==> config.mk <==
export PLATFORM = sky130hd
export DESIGN_NAME = rgb565_to_bmp24_stream_formatter_unit
export DESIGN_NICKNAME = d
export VERILOG_FILES = /design/src/rtl/rbf_pkg.sv /design/src/rtl/rbf_fifo.sv /design/src/rtl/rbf_csr.sv /design/src/rtl/rbf_front.sv /design/src/rtl/rbf_back.sv /design/src/rtl/rgb565_to_bmp24_stream_formatter_unit.sv
export SDC_FILE = /design/constraint.sdc
export NUM_CORES = 1
export LEC_CHECK = 0
export BUFFER_PORTS_ARGS = -buffer_cell sky130_fd_sc_hd__buf_4
export CORE_MARGIN = 1.5
export CORE_UTILIZATION = 59
export DETAILED_ROUTE_END_ITERATION = 10
export PLACE_DENSITY = 0.77
export SLEW_MARGIN = 20
export SYNTH_ARGS = -nofsm -noshare
export SYNTH_HDL_FRONTEND = slang
export SYNTH_HIERARCHICAL = 1
export SYNTH_SLANG_ARGS = --single-unit
export TNS_END_PERCENT = 1
==> constraint.sdc <==
create_clock -name clock -period 9.8 [get_ports clock]
set_input_delay 0.98 -clock clock [delete_from_list [all_inputs] [get_ports clock]]
set_output_delay 0.98 -clock clock [all_outputs]
set_load 0.01 [all_outputs]
==> src/rtl/rbf_pkg.sv <==
// ----------------------------------------------------------------------------
// RGB565 to BMP24 formatter package
// Shared types and constants for the BMP byte stream formatter.
// ----------------------------------------------------------------------------
`default_nettype none

package rbf_pkg;

   localparam int CFG_W       = 13;
   localparam int CSR_INDEX_W = 2;
   localparam int PIXEL_W     = 16;
   localparam int FIELD_W     = 32;
   localparam int IDX_W       = 6;

   localparam logic [CSR_INDEX_W-1:0] REG_IMAGE_WIDTH  = 2'd0;
   localparam logic [CSR_INDEX_W-1:0] REG_IMAGE_HEIGHT = 2'd1;

   localparam logic [CFG_W-1:0] WIDTH_RESET  = 13'd640;
   localparam logic [CFG_W-1:0] HEIGHT_RESET = 13'd480;

   localparam int HDR_BYTES = 54;

   localparam logic [7:0]         MAGIC_B        = 8'h42;
   localparam logic [7:0]         MAGIC_M        = 8'h4D;
   localparam logic [FIELD_W-1:0] DATA_OFFSET    = 32'd54;
   localparam logic [FIELD_W-1:0] INFO_BYTES     = 32'd40;
   localparam logic [15:0]        PLANES         = 16'd1;
   localparam logic [15:0]        BITS_PER_PIXEL = 16'd24;
   localparam logic [FIELD_W-1:0] PELS_PER_METRE = 32'd2835;

   localparam logic [IDX_W-1:0] IDX_HDR_FIRST = 6'd0;
   localparam logic [IDX_W-1:0] IDX_PIX_B     = 6'd54;
   localparam logic [IDX_W-1:0] IDX_PIX_G     = 6'd55;
   localparam logic [IDX_W-1:0] IDX_PIX_R     = 6'd56;

   typedef struct packed {
      logic [PIXEL_W-1:0] pixel;
      logic               header;
      logic               frame_done;
      logic [1:0]         pad_count;
   } cmd_type;

   typedef struct packed {
      logic [FIELD_W-1:0] file_size;
      logic [FIELD_W-1:0] data_size;
      logic [FIELD_W-1:0] width;
      logic [FIELD_W-1:0] height;
   } geom_type;

   typedef struct packed {
      logic [7:0] file_byte;
      logic       run_last;
      logic       frame_end;
   } out_type;

endpackage

`default_nettype wire

==> src/rtl/rbf_fifo.sv <==
// ----------------------------------------------------------------------------
// Small FIFO
// Flip-flop queue with push/full and pop/empty handshakes.
// ----------------------------------------------------------------------------
`default_nettype none

module rbf_fifo #(
   parameter int WIDTH = 8,
   parameter int DEPTH = 2
) (
   input  wire logic             clock,
   input  wire logic             reset,
   input  wire logic             push,
   output logic                  full,
   input  wire logic [WIDTH-1:0] push_data,
   input  wire logic             pop,
   output logic                  empty,
   output logic      [WIDTH-1:0] pop_data
);

   localparam int PTR_W = (DEPTH > 1) ? $clog2(DEPTH) : 1;
   localparam int CNT_W = $clog2(DEPTH + 1);

   logic [WIDTH-1:0] entry_ff [DEPTH];
   logic [PTR_W-1:0] wr_ptr_ff, wr_ptr_in;
   logic [PTR_W-1:0] rd_ptr_ff, rd_ptr_in;
   logic [CNT_W-1:0] count_ff, count_in;
   logic             do_push;
   logic             do_pop;

   assign full     = (count_ff == CNT_W'(DEPTH));
   assign empty    = (count_ff == '0);
   assign do_push  = push && !full;
   assign do_pop   = pop && !empty;
   assign pop_data = entry_ff[rd_ptr_ff];

   always_comb begin
      wr_ptr_in = wr_ptr_ff;
      rd_ptr_in = rd_ptr_ff;
      count_in  = count_ff;
      if (do_push) begin
         wr_ptr_in = (wr_ptr_ff == PTR_W'(DEPTH - 1)) ? '0 : wr_ptr_ff + PTR_W'(1);
      end
      if (do_pop) begin
         rd_ptr_in = (rd_ptr_ff == PTR_W'(DEPTH - 1)) ? '0 : rd_ptr_ff + PTR_W'(1);
      end
      if (do_push && !do_pop) begin
         count_in = count_ff + CNT_W'(1);
      end else if (do_pop && !do_push) begin
         count_in = count_ff - CNT_W'(1);
      end
   end

   always_ff @(posedge clock) begin
      if (reset) begin
         wr_ptr_ff <= '0;
         rd_ptr_ff <= '0;
         count_ff  <= '0;
      end else begin
         wr_ptr_ff <= wr_ptr_in;
         rd_ptr_ff <= rd_ptr_in;
         count_ff  <= count_in;
      end
   end

   always_ff @(posedge clock) begin
      if (do_push) begin
         entry_ff[wr_ptr_ff] <= push_data;
      end
   end

endmodule

`default_nettype wire

==> src/rtl/rbf_csr.sv <==
// ----------------------------------------------------------------------------
// Formatter configuration registers
// Holds image width and height, clamps them and derives the header sizes.
// ----------------------------------------------------------------------------
`default_nettype none

module rbf_csr #(
   parameter int MAX_DIMENSION = 4096,
   parameter int DIM_W         = 13
) (
   input  wire logic                            clock,
   input  wire logic                            reset,
   input  wire logic                            csr_valid,
   output logic                                 csr_ready,
   input  wire logic [rbf_pkg::CSR_INDEX_W-1:0] csr_index,
   input  wire logic [rbf_pkg::CFG_W-1:0]       csr_data,
   output logic      [DIM_W-1:0]                width_eff,
   output logic      [DIM_W-1:0]                height_eff,
   output rbf_pkg::geom_type                    geom
);

   localparam int ROW_W  = DIM_W + 2;
   localparam int SIZE_W = ROW_W + DIM_W;

   logic [rbf_pkg::CFG_W-1:0]   width_ff, width_in;
   logic [rbf_pkg::CFG_W-1:0]   height_ff, height_in;
   logic [ROW_W-1:0]            row_bytes_ff, row_bytes_in;
   logic [DIM_W-1:0]            height_d_ff;
   logic [SIZE_W-1:0]           data_size_ff, data_size_in;
   logic [rbf_pkg::FIELD_W-1:0] file_size_ff, file_size_in;

   function automatic logic [DIM_W-1:0] clamp_dim(input logic [rbf_pkg::CFG_W-1:0] v);
      logic [31:0] wide;
      wide = 32'(v);
      if (wide == 32'd0) begin
         return DIM_W'(1);
      end else if (wide > 32'(MAX_DIMENSION)) begin
         return DIM_W'(MAX_DIMENSION);
      end
      return DIM_W'(v);
   endfunction

   assign csr_ready  = 1'b1;
   assign width_eff  = clamp_dim(width_ff);
   assign height_eff = clamp_dim(height_ff);

   always_comb begin
      width_in  = width_ff;
      height_in = height_ff;
      if (csr_valid && csr_ready) begin
         unique case (csr_index)
            rbf_pkg::REG_IMAGE_WIDTH:  width_in  = csr_data;
            rbf_pkg::REG_IMAGE_HEIGHT: height_in = csr_data;
            default: ;
         endcase
      end
   end

   assign row_bytes_in  = (ROW_W'(width_eff) << 1) + ROW_W'(width_eff)
                          + ROW_W'(width_eff[1:0]);
   assign data_size_in  = SIZE_W'(row_bytes_ff) * SIZE_W'(height_d_ff);
   assign file_size_in  = rbf_pkg::FIELD_W'(data_size_ff) + rbf_pkg::DATA_OFFSET;

   always_ff @(posedge clock) begin
      if (reset) begin
         width_ff  <= rbf_pkg::WIDTH_RESET;
         height_ff <= rbf_pkg::HEIGHT_RESET;
      end else begin
         width_ff  <= width_in;
         height_ff <= height_in;
      end
   end

   always_ff @(posedge clock) begin
      row_bytes_ff  <= row_bytes_in;
      height_d_ff   <= height_eff;
      data_size_ff  <= data_size_in;
      file_size_ff  <= file_size_in;
   end

   assign geom.file_size = file_size_ff;
   assign geom.data_size = rbf_pkg::FIELD_W'(data_size_ff);
   assign geom.width     = rbf_pkg::FIELD_W'(width_eff);
   assign geom.height    = rbf_pkg::FIELD_W'(height_eff);

endmodule

`default_nettype wire

==> src/rtl/rbf_front.sv <==
// ----------------------------------------------------------------------------
// Formatter front end
// Accepts pixels, tracks row and column, and classifies each pixel.
// ----------------------------------------------------------------------------
`default_nettype none

module rbf_front #(
   parameter int MAX_DIMENSION = 4096,
   parameter int DIM_W         = 13
) (
   input  wire logic                        clock,
   input  wire logic                        reset,
   input  wire logic                        req_push,
   output logic                             req_full,
   input  wire logic [rbf_pkg::PIXEL_W-1:0] req_pixel_rgb565,
   input  wire logic [DIM_W-1:0]            width_eff,
   input  wire logic [DIM_W-1:0]            height_eff,
   output logic                             cmd_push,
   input  wire logic                        cmd_full,
   output rbf_pkg::cmd_type                 cmd
);

   localparam int CNT_W = $clog2(MAX_DIMENSION);

   logic [CNT_W-1:0] column_ff, column_in;
   logic [CNT_W-1:0] row_ff, row_in;
   logic [DIM_W:0]   column_next;
   logic [DIM_W:0]   row_next;
   logic             row_end;
   logic             last_row;

   assign req_full    = cmd_full;
   assign cmd_push    = req_push && !cmd_full;
   assign column_next = (DIM_W + 1)'(column_ff) + (DIM_W + 1)'(1);
   assign row_next    = (DIM_W + 1)'(row_ff) + (DIM_W + 1)'(1);
   assign row_end     = column_next >= (DIM_W + 1)'(width_eff);
   assign last_row    = row_next >= (DIM_W + 1)'(height_eff);

   assign cmd.pixel      = req_pixel_rgb565;
   assign cmd.header     = (column_ff == '0) && (row_ff == '0);
   assign cmd.frame_done = row_end && last_row;
   assign cmd.pad_count  = row_end ? width_eff[1:0] : 2'd0;

   always_comb begin
      column_in = column_ff;
      row_in    = row_ff;
      if (cmd_push) begin
         if (row_end) begin
            column_in = '0;
            row_in    = last_row ? '0 : CNT_W'(row_next);
         end else begin
            column_in = CNT_W'(column_next);
         end
      end
   end

   always_ff @(posedge clock) begin
      if (reset) begin
         column_ff <= '0;
         row_ff    <= '0;
      end else begin
         column_ff <= column_in;
         row_ff    <= row_in;
      end
   end

endmodule

`default_nettype wire

==> src/rtl/rbf_back.sv <==
// ----------------------------------------------------------------------------
// Formatter back end
// Walks the header, pixel and padding bytes of each queued pixel.
// ----------------------------------------------------------------------------
`default_nettype none

module rbf_back (
   input  wire logic              clock,
   input  wire logic              reset,
   input  wire logic              cmd_empty,
   output logic                   cmd_pop,
   input  rbf_pkg::cmd_type       cmd,
   input  rbf_pkg::geom_type      geom,
   output logic                   out_push,
   input  wire logic              out_full,
   output rbf_pkg::out_type       out_item
);

   rbf_pkg::cmd_type                  cur_ff, cur_in;
   logic                              busy_ff, busy_in;
   logic [rbf_pkg::IDX_W-1:0]         idx_ff, idx_in;
   logic [rbf_pkg::HDR_BYTES-1:0][7:0] hdr;
   logic [rbf_pkg::IDX_W-1:0]         last_idx;
   logic                              is_last;
   logic                              emit;
   logic                              load;
   logic [4:0]                        blue;
   logic [5:0]                        green;
   logic [4:0]                        red;
   logic [7:0]                        byte_val;

   always_comb begin
      hdr        = '0;
      hdr[0]     = rbf_pkg::MAGIC_B;
      hdr[1]     = rbf_pkg::MAGIC_M;
      hdr[5:2]   = geom.file_size;
      hdr[13:10] = rbf_pkg::DATA_OFFSET;
      hdr[17:14] = rbf_pkg::INFO_BYTES;
      hdr[21:18] = geom.width;
      hdr[25:22] = geom.height;
      hdr[27:26] = rbf_pkg::PLANES;
      hdr[29:28] = rbf_pkg::BITS_PER_PIXEL;
      hdr[37:34] = geom.data_size;
      hdr[41:38] = rbf_pkg::PELS_PER_METRE;
      hdr[45:42] = rbf_pkg::PELS_PER_METRE;
   end

   assign blue  = cur_ff.pixel[4:0];
   assign green = cur_ff.pixel[10:5];
   assign red   = cur_ff.pixel[15:11];

   always_comb begin
      priority if (idx_ff < rbf_pkg::IDX_PIX_B) begin
         byte_val = hdr[idx_ff];
      end else if (idx_ff == rbf_pkg::IDX_PIX_B) begin
         byte_val = {blue, blue[4:2]};
      end else if (idx_ff == rbf_pkg::IDX_PIX_G) begin
         byte_val = {green, green[5:4]};
      end else if (idx_ff == rbf_pkg::IDX_PIX_R) begin
         byte_val = {red, red[4:2]};
      end else begin
         byte_val = 8'h00;
      end
   end

   assign last_idx = rbf_pkg::IDX_PIX_R + rbf_pkg::IDX_W'(cur_ff.pad_count);
   assign is_last  = (idx_ff == last_idx);
   assign emit     = busy_ff && !out_full;
   assign load     = !cmd_empty && (!busy_ff || (emit && is_last));
   assign cmd_pop  = load;
   assign out_push = emit;

   assign out_item.file_byte = byte_val;
   assign out_item.run_last  = is_last;
   assign out_item.frame_end = is_last && cur_ff.frame_done;

   always_comb begin
      cur_in  = cur_ff;
      busy_in = busy_ff;
      idx_in  = idx_ff;
      if (load) begin
         cur_in  = cmd;
         busy_in = 1'b1;
         idx_in  = cmd.header ? rbf_pkg::IDX_HDR_FIRST : rbf_pkg::IDX_PIX_B;
      end else if (emit) begin
         busy_in = !is_last;
         idx_in  = idx_ff + rbf_pkg::IDX_W'(1);
      end
   end

   always_ff @(posedge clock) begin
      if (reset) begin
         busy_ff <= 1'b0;
         idx_ff  <= '0;
      end else begin
         busy_ff <= busy_in;
         idx_ff  <= idx_in;
      end
      cur_ff <= cur_in;
   end

endmodule

`default_nettype wire

==> src/rtl/rgb565_to_bmp24_stream_formatter_unit.sv <==
// ----------------------------------------------------------------------------
// RGB565 to BMP24 stream formatter
// Turns a stream of RGB565 pixels in file order into the bytes of a 24-bit
// BMP file, with the 54-byte header before each frame and row padding.
// ----------------------------------------------------------------------------
//
//   Channel   Ports                        Handshake
//   -------   --------------------------   -----------------------------
//   input     req_pixel_rgb565             req_push high, req_full low
//   result    rsp_file_byte, rsp_run_last, rsp_pop high, rsp_empty low
//             rsp_frame_end
//   config    csr_index, csr_data          csr_valid high, csr_ready high
//
// One result byte leaves per cycle while the output queue has room; a pixel
// gives 3 bytes, 3 to 6 at the end of a row with padding, and 57 to 60 when
// it opens a frame with the header, as set by the back end's byte sequencer.
// A two-entry queue sits between front and back and another at the output.
// Reset is synchronous; after it the block is ready at once.
// Stalls on either side hold all data until the handshake completes.
// ----------------------------------------------------------------------------
`default_nettype none

module rgb565_to_bmp24_stream_formatter_unit #(
   parameter int MAX_DIMENSION = 4096
) (
   input  wire logic                            clock,
   input  wire logic                            reset,
   input  wire logic                            req_push,
   output logic                                 req_full,
   input  wire logic [rbf_pkg::PIXEL_W-1:0]     req_pixel_rgb565,
   output logic                                 rsp_empty,
   input  wire logic                            rsp_pop,
   output logic      [7:0]                      rsp_file_byte,
   output logic                                 rsp_run_last,
   output logic                                 rsp_frame_end,
   input  wire logic                            csr_valid,
   output logic                                 csr_ready,
   input  wire logic [rbf_pkg::CSR_INDEX_W-1:0] csr_index,
   input  wire logic [rbf_pkg::CFG_W-1:0]       csr_data
);

   localparam int DIM_W = $clog2(MAX_DIMENSION + 1);

   logic [DIM_W-1:0]  width_eff;
   logic [DIM_W-1:0]  height_eff;
   rbf_pkg::geom_type geom;
   rbf_pkg::cmd_type  front_cmd;
   rbf_pkg::cmd_type  back_cmd;
   logic              cmd_push;
   logic              cmd_full;
   logic              cmd_pop;
   logic              cmd_empty;
   rbf_pkg::out_type  back_out;
   rbf_pkg::out_type  rsp_item;
   logic              out_push;
   logic              out_full;

   rbf_csr #(
      .MAX_DIMENSION(MAX_DIMENSION),
      .DIM_W        (DIM_W)
   ) u_csr (
      .clock     (clock),
      .reset     (reset),
      .csr_valid (csr_valid),
      .csr_ready (csr_ready),
      .csr_index (csr_index),
      .csr_data  (csr_data),
      .width_eff (width_eff),
      .height_eff(height_eff),
      .geom      (geom)
   );

   rbf_front #(
      .MAX_DIMENSION(MAX_DIMENSION),
      .DIM_W        (DIM_W)
   ) u_front (
      .clock           (clock),
      .reset           (reset),
      .req_push        (req_push),
      .req_full        (req_full),
      .req_pixel_rgb565(req_pixel_rgb565),
      .width_eff       (width_eff),
      .height_eff      (height_eff),
      .cmd_push        (cmd_push),
      .cmd_full        (cmd_full),
      .cmd             (front_cmd)
   );

   rbf_fifo #(
      .WIDTH($bits(rbf_pkg::cmd_type)),
      .DEPTH(2)
   ) u_cmd_queue (
      .clock    (clock),
      .reset    (reset),
      .push     (cmd_push),
      .full     (cmd_full),
      .push_data(front_cmd),
      .pop      (cmd_pop),
      .empty    (cmd_empty),
      .pop_data (back_cmd)
   );

   rbf_back u_back (
      .clock    (clock),
      .reset    (reset),
      .cmd_empty(cmd_empty),
      .cmd_pop  (cmd_pop),
      .cmd      (back_cmd),
      .geom     (geom),
      .out_push (out_push),
      .out_full (out_full),
      .out_item (back_out)
   );

   rbf_fifo #(
      .WIDTH($bits(rbf_pkg::out_type)),
      .DEPTH(2)
   ) u_out_queue (
      .clock    (clock),
      .reset    (reset),
      .push     (out_push),
      .full     (out_full),
      .push_data(back_out),
      .pop      (rsp_pop),
      .empty    (rsp_empty),
      .pop_data (rsp_item)
   );

   assign rsp_file_byte = rsp_item.file_byte;
   assign rsp_run_last  = rsp_item.run_last;
   assign rsp_frame_end = rsp_item.frame_end;

endmodule

`default_nettype wire

==> results of run 1 <==
worst reg2reg max path: cells and delay by family (launching register included):
kind            cells  cell delay (ps)
buf+inv             3              160
xor+xnor            1              120
flops               1              660
fa+ha+maj           6             2960
compound gates      6             1320
simple gates        1              170
cell families (layout without fill, tap and decap cells):
| group | count (synthesis) | after routing | synth area share |
|---|---|---|---|
| XOR/XNOR | 85 | 85 | 0.0426 |
| flip-flops | 225 | 225 | 0.303 |
| adder cells (fa/ha/maj) | 252 | 252 | 0.233 |
| buffers and inverters | 406 | 325 | 0.113 |
| AO/OA/AOI/OAI | 249 | 249 | 0.0986 |
| other | 2 | 50 | 0.000430 |
| multiplexers | 84 | 84 | 0.0527 |
| AND/OR/NAND/NOR | 538 | 538 | 0.156 |
worst max-delay path by stage:
stage / endpoint / slack [ps] / start
floorplan: u_csr/data_size_ff[26] / 4740 / u_csr/height_d_ff[6]
global placement: u_csr/data_size_ff[25] / 4470 / u_csr/row_bytes_ff[2]
detailed placement: u_csr/data_size_ff[26] / 4370 / u_csr/height_d_ff[6]
CTS: u_csr/data_size_ff[26] / 4350 / u_csr/height_d_ff[6]
global route: u_csr/data_size_ff[25] / 4090 / u_csr/row_bytes_ff[2]
finish: u_csr/data_size_ff[26] / 4350 / u_csr/height_d_ff[6]
state kept, by name, summed over array words and instances, names as in the netlist, named ones only:
name,cells
u_back/idx_ff,6
u_back/blue,5
u_csr/data_size_ff,26
u_csr/file_size_ff,27
u_back/busy_ff,1
u_cmd_queue/count_ff,2
u_front/column_ff,12
u_front/row_ff,12
u_csr/height_d_ff,13
u_csr/height_ff,13
u_back/cur_ff,14
u_out_queue/wr_ptr_ff,1
u_cmd_queue/wr_ptr_ff,1
u_cmd_queue/entry_ff,40
u_out_queue/rd_ptr_ff,1
u_csr/width_ff,13
u_cmd_queue/rd_ptr_ff,1
u_out_queue/entry_ff,20
u_out_queue/count_ff,2
u_csr/row_bytes_ff,13
power by group through the flow:
stage                     Clock [uW]  Combinational, uW  Sequential [uW]
after global routing             956               2000             1460
final                            908               1770             1430
after detailed placement           0               1760             1450
after floorplan                    0               1490             1300
after global placement             0               1730             1440
after CTS                        923               1770             1430
layout make-up:
type,instances,share of cell area
multi-input cells,1258,0.570
flip-flops and latches,225,0.291
inverters,234,0.0483
clock buffers,28,0.0350
well taps,384,0.0264
repair buffers,50,0.0206
clock inverters,13,0.00866
through the flow:
stage               setup WS [ps]  power [uW]  instance area [sq um]
floorplan                    4740        2780                  17600
global placement             4470        3170                  17400
detailed placement           4370        3200                  17400
CTS                          4350        4120                  18200
global route                 4090        4410                  18200
finish                       4350        4110                  18200
metal layers:
metal	part of all wire	vias up	track usage	wire (um)
met5	0	-	0	0
met1	0.45	5905	0.343	16700
li1	-	5869	-	-
met3	0.069	71	0.0437	2570
met4	0.024	0	0.0616	877
met2	0.46	378	0.402	17000
cells in the final DEF (no fill, tap or decap), drive strengths merged, types with 10 or more instances in the layout:
master	instances
mux2	44
fa	123
mux2i	38
nand2	201
nor2	65
buf	50
and2	98
clkbuf	28
nand3b	10
nor2b	33
and3	14
o22ai	13
ha	129
conb	50
a21o	15
xor2	31
a21oi	84
nor3	22
nand4	13
xnor2	54
dfxtp	146
o21ai	35
edfxtp	79
inv	234
nand2b	12
nand3	35
==> results.txt, run 1 <==
----------------------------------------------------
[Logic synthesis]
  Yosys warnings ... 6
  Number of distinct library cells after synthesis ... 96
  Sequential element share of the synthesized area ... 0.303
  Post-synth EDFFs ... 79
  Share of the synthesized area in the top cell type ... 0.167
  Most instantiated flip-flop cell in the synthesis netlist ... sky130_fd_sc_hd__dfxtp_1
  Most frequent cell after synthesis ... sky130_fd_sc_hd__inv_1
  Share of synthesized flip-flops with an asynchronous set or reset ... 0
  Synthesized instance count ... 1841
  Number of synthesized register bits ... 225
  Synth area leader ... sky130_fd_sc_hd__dfxtp_1
  Most instantiated cells after synthesis ... sky130_fd_sc_hd__inv_1 (229), sky130_fd_sc_hd__nand2_1 (201), sky130_fd_sc_hd__dfxtp_1 (146), sky130_fd_sc_hd__ha_1 (129), sky130_fd_sc_hd__fa_1 (123)
  Post-synthesis instance area ... 17500 sq um
  Synth top area cells ... sky130_fd_sc_hd__dfxtp_1 (17%), sky130_fd_sc_hd__fa_1 (14%), sky130_fd_sc_hd__edfxtp_1 (14%)
  Syn Area/Cell ... 9.49 sq um

[Place]
  Port Buffer Count ... 47
  RePlAce Congestion ... 0.904
  Number of instances in the placed design ... 2151
  Detailed placer's ending HPWL ... 28600 um

[STA]
  Least-Margin Pin Slew ... 1060 ps
  Worst Hold Slack ... 424 ps
  Fin crit share ... 0.557
  Slew Limit Fails ... 0
  Setup Skew ... 11.2 ps
  Unrepaired setup endpoints after global routing ... no
  Summed negative setup slack over all endpoints ... 0 ps
  Relative slew slack ... 0.294
  Final setup vio count ... 0
  Final hold violation count ... 0
  Post-layout min period ... 5450 ps
  Highest achievable clock rate ... 0.183 GHz

[Clock network]
  Hold bufs inserted after CTS ... 0
  Clock tree from TritonCTS ... done
  Skew-Pair Late Insertion Delay ... 510 ps
  Cts repair resizes ... 0
  Maximum root-to-sink buffer count ... 3
  Clock root cell ... sky130_fd_sc_hd__clkbuf_16
  Number of buffers created by CTS ... 23
  # H-tree levels ... 1
  Num Clock Sinks ... 225
  Setup Buffers After CTS ... 0
  Clock slew at the register clock pins of the worst setup and hold paths ... 70 ps

[Setup path]
  Setup slack, reg-to-reg ... 4350 ps
  Crit Path Class ... reg2reg
  Endpoint of the worst register-to-register path ... u_csr/data_size_ff[26]
  Most frequent cell on the critical path ... sky130_fd_sc_hd__fa_1
  Required time at the endpoint of the critical path ... 10250 ps
  Max stage delay cell, worst path ... sky130_fd_sc_hd__dfxtp_1
  Cell chain of the critical path ... nand2_1 > fa_1 > fa_1 > fa_1 > inv_1 > fa_1 > inv_1 > fa_1 > inv_1 > ha_1 > a21o_1 > a211o_1 > a211oi_2 > o31ai_2 > a31o_1 > a21oi_2 > xnor2_1
  R2r worst-path depth ... 17
  Worst flop-to-flop path startpoint ... u_csr/height_d_ff[6]
  Startpoint Class ... flip-flop
  Crit end category ... flip-flop
  Total stage count of the critical path ... 17
  Total buffers and inverters traversed by the critical path ... 3
  Worst-path maximum fanout ... 13
  Critical path's largest stage delay ... 660 ps
  Critical path arrival ... 5900 ps
  Top cell family by delay on the critical path ... adder cells

[Detailed routing]
  Vias ... 12.2k
  Post-Route WL ... 37100 um
  Vias per inst ... 5.58
  Number of detailed-routing iterations run before antenna repair ... 5
  Avg WL per Cell ... 16.9 um
  Total DRC errors in the routed layout ... 0
  Iter 0 DRT Violations ... 835
  Antenna viol nets, final ... 0

[Cells and area]
  Share of the core filled with cells ... 0.629
  Layout-stage area growth over the synthesis result ... 4.23%
  Flip-flop and latch area ... 5300 sq um
  Area occupied by multi-input gates ... 10400 sq um
  Filler cell count ... 2341
  NumNets Final ... 2080
  Non-Filler Instances ... 2192
  Ratio of cells with drive above 1 in the final layout ... 0.0957
  Inserted Diodes ... 0

[Power]
  Ratio of total power to cell area ... 226 nW/um^2
  Register share of total power ... 0.348
  Maximum resistive drop on vdd ... 156 uV
  Reported net switching power ... 1600 uW
  Switching power share of the total ... 0.390
  Leakage ... 0.00815 uW
  Internal cell power ... 2510 uW
  Portion of total power attributed to the clock network ... 0.221
  Comb power frac ... 0.431

[GRT]
  Total Routing Usage GR ... 0.247
  Via count of the first global-routing pass ... 12.2k
  Pin count of the biggest net entering global routing ... 69
  Wire length of the first global-routing pass ... 60900 um
  Total global routing overflow ... 0
  Antenna violations before repair ... 0

[Hold path]
  Hold path start ... u_csr/data_size_ff[2]
  Worst hold path depth ... 1
  Worst hold endpoint ... u_csr/file_size_ff[2]
  Hold WC Path Type ... reg2reg

[Floorplanning]
  Number of primary I/O pins ... 49
  Height of the die ... 175 um
  Floorplan row count ... 62
  Floorplan die width ... 175 um
  Starting Density ... 0.604
  Die footprint ... 30600 sq um
  Core region area ... 28900 sq um

[Run status]
  Run status ... completed

[Flow run]
  Max-cap violations ... 0

----------------------------------------------------
Note: power is estimated with default switching activity, not from simulation.
==> inputs of run 2 (changes only) <==
--- a/config.mk
+++ b/config.mk
@@ -5,6 +5,7 @@
 export SDC_FILE = /design/constraint.sdc
 export NUM_CORES = 1
 export LEC_CHECK = 0
+export ABC_AREA = 1
 export BUFFER_PORTS_ARGS = -buffer_cell sky130_fd_sc_hd__buf_4
 export CORE_MARGIN = 1.5
 export CORE_UTILIZATION = 59
==> constraint.sdc (replaced) <==
create_clock -name clock -period 5.5 [get_ports clock]
set_input_delay 0.55 -clock clock [delete_from_list [all_inputs] [get_ports clock]]
set_output_delay 0.55 -clock clock [all_outputs]
set_load 0.01 [all_outputs]
==> results.txt, run 2 <==
----------------------------------------------------
[STA]
  Setup Skew ... 15.4 ps (+4.25 ps)
  Final setup vio count ... 0 (unchanged)
  Fin crit share ... 0.920 (+0.363)
  Post-layout min period ... 5060 ps (-397 ps)
  Slew Limit Fails ... 0 (unchanged)
  Highest achievable clock rate ... 0.198 GHz (+7.9%)
  Least-Margin Pin Slew ... 1050 ps (-11.9 ps)
  Relative slew slack ... 0.301 (+0.00699)
  Final hold violation count ... 0 (unchanged)
  Summed negative setup slack over all endpoints ... 0 ps (unchanged)
  Crit path setup slack, layout ... 442 ps (-3900 ps)
  Worst Hold Slack ... 214 ps (-210 ps)
  Unrepaired setup endpoints after global routing ... no

[Setup path]
  Endpoint of the worst register-to-register path ... u_csr/data_size_ff[21]
  Total buffers and inverters traversed by the critical path ... 4 (+1)
  Worst-path maximum fanout ... 13 (unchanged)
  Worst flop-to-flop path startpoint ... u_csr/row_bytes_ff[4]
  Cell chain of the critical path ... nand2_1 > fa_1 > fa_1 > inv_1 > fa_1 > fa_1 > inv_1 > fa_1 > inv_1 > ha_1 > nand2_1 > nand2_1 > a21oi_1 > inv_1 > a21oi_1 > nand2_1 > nand2_1 > nand2_1
  Critical path arrival ... 5460 ps (-440 ps)
  Setup slack, reg-to-reg ... 440 ps (-3900 ps)
  R2r worst-path depth ... 18 (+1)
  Total stage count of the critical path ... 18 (+1)
  Required time at the endpoint of the critical path ... 5900 ps (-4350 ps)
  Max stage delay cell, worst path ... sky130_fd_sc_hd__dfxtp_1
  Crit Path Class ... reg2reg
  Crit end category ... flip-flop
  Startpoint Class ... flip-flop
  Top cell family by delay on the critical path ... adder cells
  Most frequent cell on the critical path ... sky130_fd_sc_hd__nand2_1
  Critical path's largest stage delay ... 730 ps (+70 ps)

[Hold path]
  Worst hold path depth ... 1 (unchanged)
  Worst hold endpoint ... u_cmd_queue/entry_ff[1][11]
  Hold path start ... req_pixel_rgb565[7]
  Hold WC Path Type ... in2reg

[Logic synthesis]
  Most frequent cell after synthesis ... sky130_fd_sc_hd__nand2_1
  Number of synthesized register bits ... 225 (unchanged)
  Post-synth EDFFs ... 79 (unchanged)
  Yosys warnings ... 6 (unchanged)
  Largest family of logic cells by synthesized area ... simple AND/OR/NAND/NOR gates
  Share of synthesized flip-flops with an asynchronous set or reset ... 0 (unchanged)
  Most instantiated cells after synthesis ... sky130_fd_sc_hd__nand2_1 (675), sky130_fd_sc_hd__inv_1 (504), sky130_fd_sc_hd__nor2_1 (193), sky130_fd_sc_hd__dfxtp_1 (146), sky130_fd_sc_hd__ha_1 (129)
  Syn Area/Cell ... 7.49 sq um (-21%)
  Multiplexer area fraction after synthesis ... 0.0181 (-0.0347)
  Post-synthesis xor/xnor area fraction ... 0.0267 (-0.0159)
  Most instantiated flip-flop cell in the synthesis netlist ... sky130_fd_sc_hd__dfxtp_1
  Synth top area cells ... sky130_fd_sc_hd__dfxtp_1 (16%), sky130_fd_sc_hd__nand2_1 (14%), sky130_fd_sc_hd__fa_1 (13%)
  Synthesized instance count ... 2498 (+36%)
  Synth area leader ... sky130_fd_sc_hd__dfxtp_1
  Post-synthesis share of cell area spent on full adders, half adders and majority gates ... 0.218 (-0.0155)
  Share of the synthesized area in the top cell type ... 0.156 (-0.0111)
  Number of distinct library cells after synthesis ... 47 (-51%)
  Post-synthesis compound-gate area fraction ... 0.0523 (-0.0463)
  Post-Synth Simple-Gate Area ... 0.242 (+0.0859)
  Sequential element share of the synthesized area ... 0.283 (-0.0201)
  Post-synthesis instance area ... 18700 sq um (+7.1%)

[GRT]
  Pin count of the biggest net entering global routing ... 33 (-52%)
  Via count of the first global-routing pass ... 14.7k (+20%)
  Total Routing Usage GR ... 0.273 (+0.0258)
  Antenna violations before repair ... 0 (unchanged)
  Total global routing overflow ... 0 (unchanged)
  Wire length of the first global-routing pass ... 72300 um (+19%)

[Power]
  Reported net switching power ... 4650 uW (+190%)
  Maximum resistive drop on vdd ... 397 uV (+160%)
  Internal cell power ... 5190 uW (+110%)
  Portion of total power attributed to the clock network ... 0.171 (-0.050)
  Register share of total power ... 0.272 (-0.076)
  Comb power frac ... 0.557 (+0.126)
  Switching power share of the total ... 0.472 (+0.0825)
  Leakage ... 0.0106 uW (+30%)
  Ratio of total power to cell area ... 502 nW/um^2 (+120%)

[Cells and area]
  Filler cell count ... 2791 (+19%)
  Number of flip-flops in the largest register ... 40 (unchanged)
  Leading cell type in the layout, fill and taps excluded ... sky130_fd_sc_hd__nand2_1
  Inserted Diodes ... 0 (unchanged)
  Layout-stage area growth over the synthesis result ... 4.72%
  Ratio of cells with drive above 1 in the final layout ... 0.0708 (-0.0249)
  Register bank with the most flops ... u_cmd_queue/entry_ff
  NumNets Final ... 2756 (+33%)
  Commonest non-fill, non-tap cells in the layout ... sky130_fd_sc_hd__nand2_1 (675), sky130_fd_sc_hd__inv_1 (504), sky130_fd_sc_hd__nor2_1 (193)
  Registers with the highest flip-flop counts ... u_cmd_queue/entry_ff x40, u_csr/file_size_ff x27, u_csr/data_size_ff x26
  Non-Filler Instances ... 2887 (+32%)

[Place]
  RePlAce Congestion ... 0.971 (+7.4%)
  Number of instances in the placed design ... 2844 (+32%)
  Detailed placer's ending HPWL ... 34800 um (+22%)
  Port Buffer Count ... 47 (unchanged)
  Worst slack after detailed placement ... 510 ps (-3860 ps)

[Floorplanning]
  Floorplan die width ... 181 um (+3.4%)
  Number of primary I/O pins ... 49 (unchanged)
  Die footprint ... 32800 sq um (+7.0%)
  Floorplan row count ... 65 (+4.8%)
  Core region area ... 31400 sq um (+8.5%)
  Height of the die ... 181 um (+3.4%)
  Starting Density ... 0.596 (-0.00778)

[Clock network]
  Hold bufs inserted after CTS ... 0 (unchanged)
  Maximum root-to-sink buffer count ... 3 (unchanged)
  Clock slew at the register clock pins of the worst setup and hold paths ... 60 ps (about the same)
  # H-tree levels ... 1 (unchanged)
  Clock tree from TritonCTS ... done
  Num Clock Sinks ... 225 (unchanged)
  Cts repair resizes ... 0 (unchanged)
  Skew-Pair Late Insertion Delay ... 520 ps (about the same)
  Number of buffers created by CTS ... 24 (+4.3%)
  Clock root cell ... sky130_fd_sc_hd__clkbuf_16
  Setup Buffers After CTS ... 0 (unchanged)

[Detailed routing]
  Antenna viol nets, final ... 0 (unchanged)
  Total DRC errors in the routed layout ... 0 (unchanged)
  Vias ... 15.0k (+23%)
  Avg WL per Cell ... 15.3 um (-9.9%)
  Iter 0 DRT Violations ... 1196 (+43%)
  Post-Route WL ... 44100 um (+19%)
  Vias per inst ... 5.20 (-6.7%)
  Number of detailed-routing iterations run before antenna repair ... 7 (+2)

[Run status]
  Run status ... completed

[Flow run]
  Max-cap violations ... 0 (unchanged)

----------------------------------------------------
run 2: worst reg2reg max path: stages, from the launching register on:
cell                      delay (ps)
sky130_fd_sc_hd__dfxtp_1         730
sky130_fd_sc_hd__nand2_1         180
sky130_fd_sc_hd__fa_1            500
sky130_fd_sc_hd__fa_1            580
sky130_fd_sc_hd__inv_1            60
sky130_fd_sc_hd__fa_1            470
sky130_fd_sc_hd__fa_1            550
sky130_fd_sc_hd__inv_1            50
sky130_fd_sc_hd__fa_1            550
sky130_fd_sc_hd__inv_1            50
sky130_fd_sc_hd__ha_1            360
sky130_fd_sc_hd__nand2_1          80
sky130_fd_sc_hd__nand2_1          90
sky130_fd_sc_hd__a21oi_1         240
sky130_fd_sc_hd__inv_1            70
sky130_fd_sc_hd__a21oi_1         190
sky130_fd_sc_hd__nand2_1          80
sky130_fd_sc_hd__nand2_1          60
sky130_fd_sc_hd__nand2_1          50
run 2: area by class of cell:
| type | count | area, sq um | area share |
|---|---|---|---|
| clock buffers | 28 | 637 | 0.0325 |
| clock inverters | 15 | 184 | 0.00939 |
| inverters | 516 | 1950 | 0.0994 |
| multi-input cells | 1646 | 10600 | 0.542 |
| flip-flops and latches | 225 | 5300 | 0.270 |
| well taps | 402 | 503 | 0.0257 |
| repair buffers | 55 | 413 | 0.0211 |
run 2: worst max-delay path by stage:
stage | start | to | slack (ps)
after floorplan | u_csr/row_bytes_ff[2] | u_csr/data_size_ff[24] | 940
after global placement | u_csr/row_bytes_ff[2] | u_csr/data_size_ff[27] | 550
after detailed placement | u_csr/row_bytes_ff[2] | u_csr/data_size_ff[27] | 510
after CTS | u_csr/row_bytes_ff[2] | u_csr/data_size_ff[27] | 480
after global routing | u_csr/row_bytes_ff[4] | u_csr/data_size_ff[24] | 210
final | u_csr/row_bytes_ff[4] | u_csr/data_size_ff[21] | 440
run 2: power groups by stage:
stage	clock, uW	combinational, uW	sequential (uW)
2_1_floorplan	0	4140	2490
3_3_place_gp	0	5280	2690
3_5_place_dp	0	5400	2700
4_1_cts	1710	5440	2670
5_1_grt	1770	6230	2720
6_report	1690	5470	2680
run 2: logic make-up (layout without fill, tap and decap cells):
group,count (synthesis),in the layout
xor gates and xnor gates,57,57
muxes,30,30
AOI/OAI and AO/OA,177,177
adders and majority gates,252,252
buffers and inverters,675,614
and+or+nand+nor,1080,1080
other,2,50
DFF,225,225
run 2: per-stage QoR:
| stage | util | total power [uW] | area [sq um] |
|---|---|---|---|
| 2_1_floorplan | - | 6630 | 18900 |
| 3_3_place_gp | 0.598 | 7970 | 18800 |
| 3_5_place_dp | 0.598 | 8100 | 18800 |
| 4_1_cts | 0.624 | 9830 | 19600 |
| 5_1_grt | 0.624 | 10700 | 19600 |
| 6_report | 0.624 | 9840 | 19600 |
run 2: metal layers:
layer | track usage | part of all wire | vias up
met5 | 0 | 0 | -
met4 | 0.0697 | 0.027 | 0
met3 | 0.0371 | 0.063 | 77
met2 | 0.468 | 0.47 | 494
met1 | 0.365 | 0.44 | 7006
li1 | - | - | 7442
